### src/design/wdpg_pkg.sv
package wdpg_pkg;

    // largest buffer dimension; wider register values are clamped to it
    localparam int MaxDim = 4096;

    localparam int CoordW = 15;
    typedef logic signed [CoordW-1:0] t_coord;

    // configuration register indexes
    typedef logic [2:0] t_cfg_idx;
    localparam t_cfg_idx CfgWindowWidth  = 3'd0;
    localparam t_cfg_idx CfgWindowHeight = 3'd1;
    localparam t_cfg_idx CfgBarHeight    = 3'd2;
    localparam t_cfg_idx CfgBorderWidth  = 3'd3;
    localparam t_cfg_idx CfgKnobSize     = 3'd4;
    localparam t_cfg_idx CfgKnobGap      = 3'd5;
    localparam t_cfg_idx CfgKnobInset    = 3'd6;

    localparam int CfgDataW = 13;

    // reset values
    localparam logic [12:0] RstWindowWidth  = 13'd0;
    localparam logic [12:0] RstWindowHeight = 13'd0;
    localparam logic [7:0]  RstBarHeight    = 8'd25;
    localparam logic [7:0]  RstBorderWidth  = 8'd5;
    localparam logic [7:0]  RstKnobSize     = 8'd15;
    localparam logic [7:0]  RstKnobGap      = 8'd3;
    localparam logic [7:0]  RstKnobInset    = 8'd5;

    // pointer area codes
    typedef logic [2:0] t_area;
    localparam t_area AreaNowhere  = 3'd0;
    localparam t_area AreaMinimize = 3'd2;
    localparam t_area AreaMaximize = 3'd3;
    localparam t_area AreaClose    = 3'd4;

    // colours, ARGB
    localparam logic [31:0] ColBlack   = 32'hff00_0000;
    localparam logic [31:0] ColFrame   = 32'h60aa_aaaa;
    localparam logic [31:0] ColHovered = 32'h20ee_eeee;
    localparam logic [31:0] ColPressed = 32'hff1f_1f1f;
    localparam logic [31:0] ColLit     = 32'hffff_ffff;
    localparam logic [31:0] ColClose   = 32'hff33_3333;
    localparam logic [31:0] ColMaxi    = 32'hff66_6666;
    localparam logic [31:0] ColMini    = 32'hffaa_aaaa;

    // one input item
    typedef struct packed {
        logic [11:0] pix_x;
        logic [11:0] pix_y;
        t_area       hover_area;
        logic        button_down;
        t_area       grab_area;
        logic        full_screen;
    } t_item;

    // precomputed decoration geometry
    typedef struct packed {
        logic   too_small;
        t_coord w;
        t_coord w_m1;
        t_coord w_bw;      // w - border_width
        t_coord h;
        t_coord h_m1;
        t_coord h_bw;      // h - border_width
        t_coord bw;
        t_coord bh;
        t_coord bh_m1;
        t_coord bh_bw;     // bar_height + border_width
        t_coord ki;
        t_coord ki_ks;     // first row below the buttons
        t_coord ki_ks_m1;  // last button row
        t_coord b1;
        t_coord b1_end;
        t_coord b1_last;
        t_coord b2;
        t_coord b2_end;
        t_coord b2_last;
        t_coord b3;
        t_coord b3_end;
        t_coord b3_last;
    } t_geom;

endpackage

### src/design/wdpg_geom.sv
module wdpg_geom (
    input  logic                          i_clk,
    input  logic                          i_rst_n,
    input  logic                          i_cfg_we,
    input  wdpg_pkg::t_cfg_idx            i_cfg_idx,
    input  logic [wdpg_pkg::CfgDataW-1:0] i_cfg_data,
    output wdpg_pkg::t_geom               o_geom
);

    logic [12:0] r_window_width;
    logic [12:0] r_window_height;
    logic [7:0]  r_bar_height;
    logic [7:0]  r_border_width;
    logic [7:0]  r_knob_size;
    logic [7:0]  r_knob_gap;
    logic [7:0]  r_knob_inset;

    wdpg_pkg::t_geom r_geom;
    wdpg_pkg::t_geom n_geom;

    function automatic wdpg_pkg::t_coord ext8(input logic [7:0] v);
        return wdpg_pkg::t_coord'({7'd0, v});
    endfunction

    function automatic wdpg_pkg::t_coord clamp_dim(input logic [12:0] v);
        logic [12:0] c;
        c = (v > 13'(wdpg_pkg::MaxDim)) ? 13'(wdpg_pkg::MaxDim) : v;
        return wdpg_pkg::t_coord'({2'd0, c});
    endfunction

    always_ff @(posedge i_clk) begin
        if (!i_rst_n) begin
            r_window_width  <= wdpg_pkg::RstWindowWidth;
            r_window_height <= wdpg_pkg::RstWindowHeight;
            r_bar_height    <= wdpg_pkg::RstBarHeight;
            r_border_width  <= wdpg_pkg::RstBorderWidth;
            r_knob_size     <= wdpg_pkg::RstKnobSize;
            r_knob_gap      <= wdpg_pkg::RstKnobGap;
            r_knob_inset    <= wdpg_pkg::RstKnobInset;
        end else if (i_cfg_we) begin
            case (i_cfg_idx)
                wdpg_pkg::CfgWindowWidth:  r_window_width  <= i_cfg_data;
                wdpg_pkg::CfgWindowHeight: r_window_height <= i_cfg_data;
                wdpg_pkg::CfgBarHeight:    r_bar_height    <= i_cfg_data[7:0];
                wdpg_pkg::CfgBorderWidth:  r_border_width  <= i_cfg_data[7:0];
                wdpg_pkg::CfgKnobSize:     r_knob_size     <= i_cfg_data[7:0];
                wdpg_pkg::CfgKnobGap:      r_knob_gap      <= i_cfg_data[7:0];
                wdpg_pkg::CfgKnobInset:    r_knob_inset    <= i_cfg_data[7:0];
                default: ;
            endcase
        end
    end

    always_comb begin
        wdpg_pkg::t_coord ks;
        wdpg_pkg::t_coord kg;
        wdpg_pkg::t_coord knob_span;
        ks = ext8(r_knob_size);
        kg = ext8(r_knob_gap);

        n_geom.w     = clamp_dim(r_window_width);
        n_geom.h     = clamp_dim(r_window_height);
        n_geom.bw    = ext8(r_border_width);
        n_geom.bh    = ext8(r_bar_height);
        n_geom.ki    = ext8(r_knob_inset);
        n_geom.w_m1  = n_geom.w - 15'sd1;
        n_geom.h_m1  = n_geom.h - 15'sd1;
        n_geom.w_bw  = n_geom.w - n_geom.bw;
        n_geom.h_bw  = n_geom.h - n_geom.bw;
        n_geom.bh_m1 = n_geom.bh - 15'sd1;
        n_geom.bh_bw = n_geom.bh + n_geom.bw;
        n_geom.ki_ks = n_geom.ki + ks;
        n_geom.ki_ks_m1 = n_geom.ki_ks - 15'sd1;

        // buttons from the right: close, maximise, minimise
        n_geom.b1      = n_geom.w - n_geom.ki - ks;
        n_geom.b1_end  = n_geom.b1 + ks;
        n_geom.b1_last = n_geom.b1_end - 15'sd1;
        n_geom.b2      = n_geom.b1 - kg - ks;
        n_geom.b2_end  = n_geom.b2 + ks;
        n_geom.b2_last = n_geom.b2_end - 15'sd1;
        n_geom.b3      = n_geom.b2 - kg - ks;
        n_geom.b3_end  = n_geom.b3 + ks;
        n_geom.b3_last = n_geom.b3_end - 15'sd1;

        knob_span = (n_geom.ki <<< 1) + (kg <<< 1) + (ks <<< 1) + ks;
        n_geom.too_small = (n_geom.w < 15'sd2) || (n_geom.w < (n_geom.bw <<< 1))
                        || (n_geom.w < knob_span)
                        || (n_geom.h < (n_geom.bh + (n_geom.bw <<< 1)));
    end

    // geometry is registered from the configuration registers after a write
    always_ff @(posedge i_clk) begin
        r_geom <= n_geom;
    end

    assign o_geom = r_geom;

endmodule

### src/design/wdpg_shade.sv
module wdpg_shade (
    input  wdpg_pkg::t_item i_item,
    input  wdpg_pkg::t_geom i_geom,
    output logic [31:0]     o_argb,
    output logic            o_written
);

    function automatic logic [31:0] knob_colour(
        input logic             edge_px,
        input wdpg_pkg::t_area  code,
        input logic [31:0]      idle,
        input wdpg_pkg::t_item  it
    );
        logic [31:0] c;
        if (edge_px) begin
            c = wdpg_pkg::ColBlack;
        end else if (it.hover_area == code && it.button_down && it.grab_area == code) begin
            c = wdpg_pkg::ColPressed;
        end else if (it.hover_area == code && !it.button_down) begin
            c = wdpg_pkg::ColLit;
        end else begin
            c = idle;
        end
        return c;
    endfunction

    always_comb begin
        wdpg_pkg::t_coord x;
        wdpg_pkg::t_coord y;
        logic        lr_edge;
        logic        row_edge;
        logic [31:0] col;
        logic        wr;

        x = wdpg_pkg::t_coord'({3'd0, i_item.pix_x});
        y = wdpg_pkg::t_coord'({3'd0, i_item.pix_y});
        lr_edge  = (x == 15'sd0) || (x == i_geom.w_m1);
        row_edge = (y == i_geom.ki) || (y == i_geom.ki_ks_m1);
        col = '0;
        wr  = 1'b0;

        if (!i_item.full_screen && x < i_geom.w && y < i_geom.h) begin
            if (i_geom.too_small) begin
                col = wdpg_pkg::ColBlack;
                wr  = 1'b1;
            end else begin
                // frame strips
                if (y >= i_geom.bh && y < i_geom.bh_bw) begin
                    col = lr_edge ? wdpg_pkg::ColBlack : wdpg_pkg::ColFrame;
                    wr  = 1'b1;
                end else if (y >= i_geom.h_bw) begin
                    col = (lr_edge || y == i_geom.h_m1) ? wdpg_pkg::ColBlack
                                                        : wdpg_pkg::ColFrame;
                    wr  = 1'b1;
                end else if (y >= i_geom.bh_bw) begin
                    if (x < i_geom.bw) begin
                        col = (x == 15'sd0) ? wdpg_pkg::ColBlack : wdpg_pkg::ColFrame;
                        wr  = 1'b1;
                    end else if (x >= i_geom.w_bw) begin
                        col = (x == i_geom.w_m1) ? wdpg_pkg::ColBlack
                                                 : wdpg_pkg::ColFrame;
                        wr  = 1'b1;
                    end
                end

                // control bar
                if (y < i_geom.bh) begin
                    if (y == 15'sd0 || y == i_geom.bh_m1 || lr_edge) begin
                        col = wdpg_pkg::ColBlack;
                    end else if (i_item.hover_area == wdpg_pkg::AreaNowhere) begin
                        col = wdpg_pkg::ColFrame;
                    end else begin
                        col = wdpg_pkg::ColHovered;
                    end
                    wr = 1'b1;
                end

                // buttons
                if (y >= i_geom.ki && y < i_geom.ki_ks) begin
                    if (x >= i_geom.b1 && x < i_geom.b1_end) begin
                        col = knob_colour(row_edge || x == i_geom.b1 || x == i_geom.b1_last,
                                          wdpg_pkg::AreaClose, wdpg_pkg::ColClose, i_item);
                        wr  = 1'b1;
                    end else if (x >= i_geom.b2 && x < i_geom.b2_end) begin
                        col = knob_colour(row_edge || x == i_geom.b2 || x == i_geom.b2_last,
                                          wdpg_pkg::AreaMaximize, wdpg_pkg::ColMaxi, i_item);
                        wr  = 1'b1;
                    end else if (x >= i_geom.b3 && x < i_geom.b3_end) begin
                        col = knob_colour(row_edge || x == i_geom.b3 || x == i_geom.b3_last,
                                          wdpg_pkg::AreaMinimize, wdpg_pkg::ColMini, i_item);
                        wr  = 1'b1;
                    end
                end
            end
        end

        o_argb    = wr ? col : 32'd0;
        o_written = wr;
    end

endmodule

### src/design/window_decoration_pixel_gen_unit.sv
// Channel   Direction  Handshake                 Payload
// -------   ---------  ------------------------  ------------------------------------------
// item in   input      start, busy (always low)  i_pix_x, i_pix_y, i_hover_area,
//                                                i_button_down, i_grab_area, i_full_screen
// result    output     o_strobe, one cycle       o_pixel_argb, o_pixel_written
// config    input      i_cfg_we                  i_cfg_idx, i_cfg_data
//
// One item per clock, sustained; each result passes the input register, decoration logic and
// result reg before it sits on the outputs. Config writes pass the config registers and then
// the geometry register; issue items from then on.
// Synchronous active-low reset clears the valid flags and restores register defaults.
// busy never rises and the receiver cannot stall, so no item is ever held back.
module window_decoration_pixel_gen_unit (
    input  logic                          i_clk,
    input  logic                          i_rst_n,
    // item channel
    input  logic                          start,
    output logic                          busy,
    input  logic [11:0]                   i_pix_x,
    input  logic [11:0]                   i_pix_y,
    input  logic [2:0]                    i_hover_area,
    input  logic                          i_button_down,
    input  logic [2:0]                    i_grab_area,
    input  logic                          i_full_screen,
    // result channel
    output logic                          o_strobe,
    output logic [31:0]                   o_pixel_argb,
    output logic                          o_pixel_written,
    // configuration
    input  logic                          i_cfg_we,
    input  wdpg_pkg::t_cfg_idx            i_cfg_idx,
    input  logic [wdpg_pkg::CfgDataW-1:0] i_cfg_data
);

    wdpg_pkg::t_geom geom;
    wdpg_pkg::t_item r_item;
    logic            r_item_vld;
    logic [31:0]     shade_argb;
    logic            shade_written;
    logic [31:0]     r_argb;
    logic            r_written;
    logic            r_out_vld;
    logic            accept;

    // no internal back-pressure: the pipe moves every cycle
    assign busy   = 1'b0;
    assign accept = start && !busy;

    wdpg_geom u_geom (
        .i_clk      (i_clk),
        .i_rst_n    (i_rst_n),
        .i_cfg_we   (i_cfg_we),
        .i_cfg_idx  (i_cfg_idx),
        .i_cfg_data (i_cfg_data),
        .o_geom     (geom)
    );

    // input register: payload unreset, valid flag cleared
    always_ff @(posedge i_clk) begin
        if (accept) begin
            r_item.pix_x       <= i_pix_x;
            r_item.pix_y       <= i_pix_y;
            r_item.hover_area  <= i_hover_area;
            r_item.button_down <= i_button_down;
            r_item.grab_area   <= i_grab_area;
            r_item.full_screen <= i_full_screen;
        end
    end

    always_ff @(posedge i_clk) begin
        if (!i_rst_n) begin
            r_item_vld <= 1'b0;
            r_out_vld  <= 1'b0;
        end else begin
            r_item_vld <= accept;
            r_out_vld  <= r_item_vld;
        end
    end

    // frame, bar and button layers, last one wins
    wdpg_shade u_shade (
        .i_item    (r_item),
        .i_geom    (geom),
        .o_argb    (shade_argb),
        .o_written (shade_written)
    );

    // result register
    always_ff @(posedge i_clk) begin
        r_argb    <= shade_argb;
        r_written <= shade_written;
    end

    assign o_strobe        = r_out_vld;
    assign o_pixel_argb    = r_argb;
    assign o_pixel_written = r_written;

`ifndef NO_ASSERTIONS
    // every taken item yields a result through the input and result registers
    a_item_to_result : assert property (@(posedge i_clk) disable iff (!i_rst_n)
        accept |=> ##1 o_strobe)
        else $error("item taken without a result");

    // no result without an item taken ahead of it
    a_no_spurious : assert property (@(posedge i_clk) disable iff (!i_rst_n)
        o_strobe |-> $past(accept, 2))
        else $error("result without an item");

    // fullscreen items never paint
    a_fullscreen : assert property (@(posedge i_clk) disable iff (!i_rst_n)
        (accept && i_full_screen) |=> ##1 !o_pixel_written)
        else $error("pixel painted in fullscreen");

    // unpainted pixels carry a zero colour
    a_unwritten_zero : assert property (@(posedge i_clk) disable iff (!i_rst_n)
        (o_strobe && !o_pixel_written) |-> (o_pixel_argb == 32'd0))
        else $error("unpainted pixel with nonzero colour");
`endif

endmodule

### config.mk
export PLATFORM = sky130hd
export DESIGN_NAME = window_decoration_pixel_gen_unit
export DESIGN_NICKNAME = d
export VERILOG_FILES = /design/src/design/wdpg_pkg.sv /design/src/design/wdpg_geom.sv /design/src/design/wdpg_shade.sv /design/src/design/window_decoration_pixel_gen_unit.sv
export SDC_FILE = /design/constraint.sdc
export NUM_CORES = 1
export LEC_CHECK = 0
export BUFFER_PORTS_ARGS = -buffer_cell sky130_fd_sc_hd__buf_4
export CAP_MARGIN = 20
export CELL_PAD_IN_SITES_DETAIL_PLACEMENT = 1
export CELL_PAD_IN_SITES_GLOBAL_PLACEMENT = 1
export CORE_MARGIN = 8
export CORE_UTILIZATION = 44
export CTS_CLUSTER_SIZE = 14
export DETAILED_ROUTE_END_ITERATION = 10
export PLACE_DENSITY_LB_ADDON = 0.1
export SLEW_MARGIN = 20
export SYNTH_ARGS = -nofsm -noshare
export SYNTH_HDL_FRONTEND = slang
export SYNTH_SLANG_ARGS = --single-unit
### constraint.sdc
create_clock -name i_clk -period 7.86 [get_ports i_clk]
set_input_delay 1.179 -clock i_clk [delete_from_list [all_inputs] [get_ports i_clk]]
set_output_delay 1.179 -clock i_clk [all_outputs]
set_load 0.02 [all_outputs]
==> metrics <==
Post-DP Area=0.0249 mm^2; worst-path cell with the longest stage delay=or4b_4; vias per cell=5.37; Cell Area, Synth=0.0233 mm^2; gpl congestion=0.866; Synth top area share=0.311; cts hold-fix bufs=0; fin area=0.0268 mm^2; register area share after synthesis=0.352; Syn. warnings=0; fin crit period=7.57 ns; Cell Count, Final, Fillers Out=3405; Hold Crit Class=flop to flop; CTS tree=built; status=complete, no violations; hold path startpoint=u_geom.r_knob_inset[2]; final worst-path cycle share=0.964; TritonRoute pass-1 iters=5; synthesized flop and latch total=394; worst r2r src=u_geom.r_window_width[12]; Synth-to-Final Area Change=15.1%; Worst Path Max Fanout=8; num ports=87; first-pass GRT wire length=114 mm; Die ar.=0.0606 mm^2; Slew HR=0.305; total CTS buffers=47; Hold Path End=u_geom.o_geom[167]; top cells by area, synth=dfxtp_1, ha_1, inv_1, xnor2_1, xor2_1; Avg Cell Area, Syn=9.16 um^2; MaxCap Viol Count=0; post-route antenna net violation count=0; critical path required time=8.31 ns; syn nets=2929; EDFF count, synth=32; Netlist cell types=95; Async SR Flop Fraction=0; worst skew pair latency=0.59 ns; Power Density=306 mW/mm^2; initial DRC count=1028; most used cell, CP=inv_1; hpwl dp=57.4 mm; Root Buffer=clkbuf_16; IO Port Bufs=85; skew final=0.0199 ns; Crit. End Element=flop; placed cell count=3308; DRT Wirelength=75.1 mm; Max Clk Rate=0.132 GHz; Hold Vio Cnt, Final=0; hold depth=0; share of layout cells above drive strength 1=0.113; Tot Pwr=8.22 mW; total number of vias=18300; # rows=84; initial antenna violation count=1; worst slew pin tran=1.03 ns; crit path DAT=8.03 ns; Peak VDD IR=0.000168 V; chip height=246 um; slowest stage delay, CP=0.60 ns; Worst-path clk slew=0.06 ns; Core Footprint=0.0524 mm^2; grt ovf=0; drt wl/cell=22.0 um; r2r worst-path depth=32; CP Class=flop to flop; Clock Tree Buf Depth=3; Finish-stage setup viols=0; gr usage total=0.246; number of clock sinks=394; Initial Util=0.444; largest net degree at the start of global routing=69; cell taking the most area after synthesis=dfxtp_1; RR Endpoint=u_geom.o_geom[13]; most frequent cells in the layout=dfxtp_1, inv_1, ha_1; flop2flop setup slack=0.29 ns; setup_tns=0 ns; Primary FF master, synth=dfxtp_1; nets@finish=3065; CP Launch Type=flop; commonest non-fill, non-tap cell in the layout=dfxtp_1; vias in the first global route=19400; Syn Inst Count=2542; Die Wd=246 um; H-tree Lvls=2; # DRC=0; Leakage=12.5 nW; max-slew violations=0
[cells by family (layout without fill, tap and decap cells)]
logic type               after synthesis  after routing  synth area share
multiplexers                           3              3           0.00134
buffers and inverters                387            561            0.0667
AO/OA/AOI/OAI                        514            514             0.151
adder cells (fa/ha/maj)              335            335             0.191
XOR/XNOR                             244            244            0.0952
other                                  1              2          0.000161
flip-flops                           394            394             0.352
AND/OR/NAND/NOR                      664            664             0.143
[report_power, final]
group	switching (mW)	leakage, nW	internal, mW
Combinational	1.90	8.37	1.39
Clock	0.912	0.799	1.42
Sequential	0.166	3.30	2.43
[critical path: cells and delay by family (launching register included)]
kind            cells  cell delay (ns)
fa+ha+maj           8             3.02
buf+inv             5             0.33
compound gates      8             1.29
flops               1             0.37
xor+xnor            3             0.48
simple gates        8             1.94
[repair_timing]
action,CTS,global route
pin swaps,0,11
setup endpoints to repair,3,9
resized for setup,2,39
setup buffers,2,7
[synthesized netlist by cell type, drive strengths merged (54+ instances only)]
library cell    n
a21boi         63
xnor2         123
nand2         209
ha            302
o21ai          89
o21a           54
nor2          139
dfxtp         362
inv           317
xor2          120
a21o           82
a21oi         106
[flip-flops by register name, indices dropped and copies added, names as in the netlist]
register                cells
u_geom.r_window_width      13
u_geom.r_knob_gap           8
r_item                     32
r_item_vld                  1
u_geom.r_knob_inset         8
u_geom.r_bar_height         8
o_pixel_written             1
u_geom.r_window_height     13
u_geom.r_border_width       8
u_geom.r_knob_size          8
o_strobe                    1
o_pixel_argb               10
u_geom.o_geom             283
[per-stage QoR]
stage	setup slack, ns	utilization	hold slack [ns]
after detailed placement	-0.107	0.475	0.417
after global placement	0.175	0.475	0.400
final	0.285	0.511	0.400
after floorplan	0.127	-	0.371
after CTS	0.0121	0.507	0.417
after global routing	-0.0875	0.511	0.410
[layout make-up]
type                       instances  area, um^2
fill                            5970       25600
sequential                       394        8210
timing repair buffer             156        1170
multi-input combinational       1761       13700
clock buffer                      59        1280
clock inverter                    28         368
antenna                            1        2.50
tap                              688         861
inverter                         318        1190
[routing by layer]
| layer | part of all wire | routed length, um | vias up | track usage |
|---|---|---|---|---|
| li1 | - | - | 8837 | - |
| met1 | 0.47 | 35300 | 9025 | 0.332 |
| met2 | 0.45 | 33500 | 333 | 0.395 |
| met3 | 0.056 | 4190 | 90 | 0.0517 |
| met4 | 0.027 | 2040 | 0 | 0.0707 |
| met5 | 0 | 0 | - | 0 |
[how the worst max path moves through the flow]
stage                                          from           endpoint  slack [ns]
after detailed placement  u_geom.r_window_width[12]  u_geom.o_geom[13]       -0.11
after global routing      u_geom.r_window_width[12]  u_geom.o_geom[13]       -0.09
after floorplan           u_geom.r_window_width[12]  u_geom.o_geom[13]        0.13
after CTS                  u_geom.r_window_width[2]  u_geom.o_geom[13]        0.01
after global placement    u_geom.r_window_width[12]  u_geom.o_geom[13]        0.17
final                     u_geom.r_window_width[12]  u_geom.o_geom[13]        0.29
No activity file was read; power rests on OpenSTA's default activity.
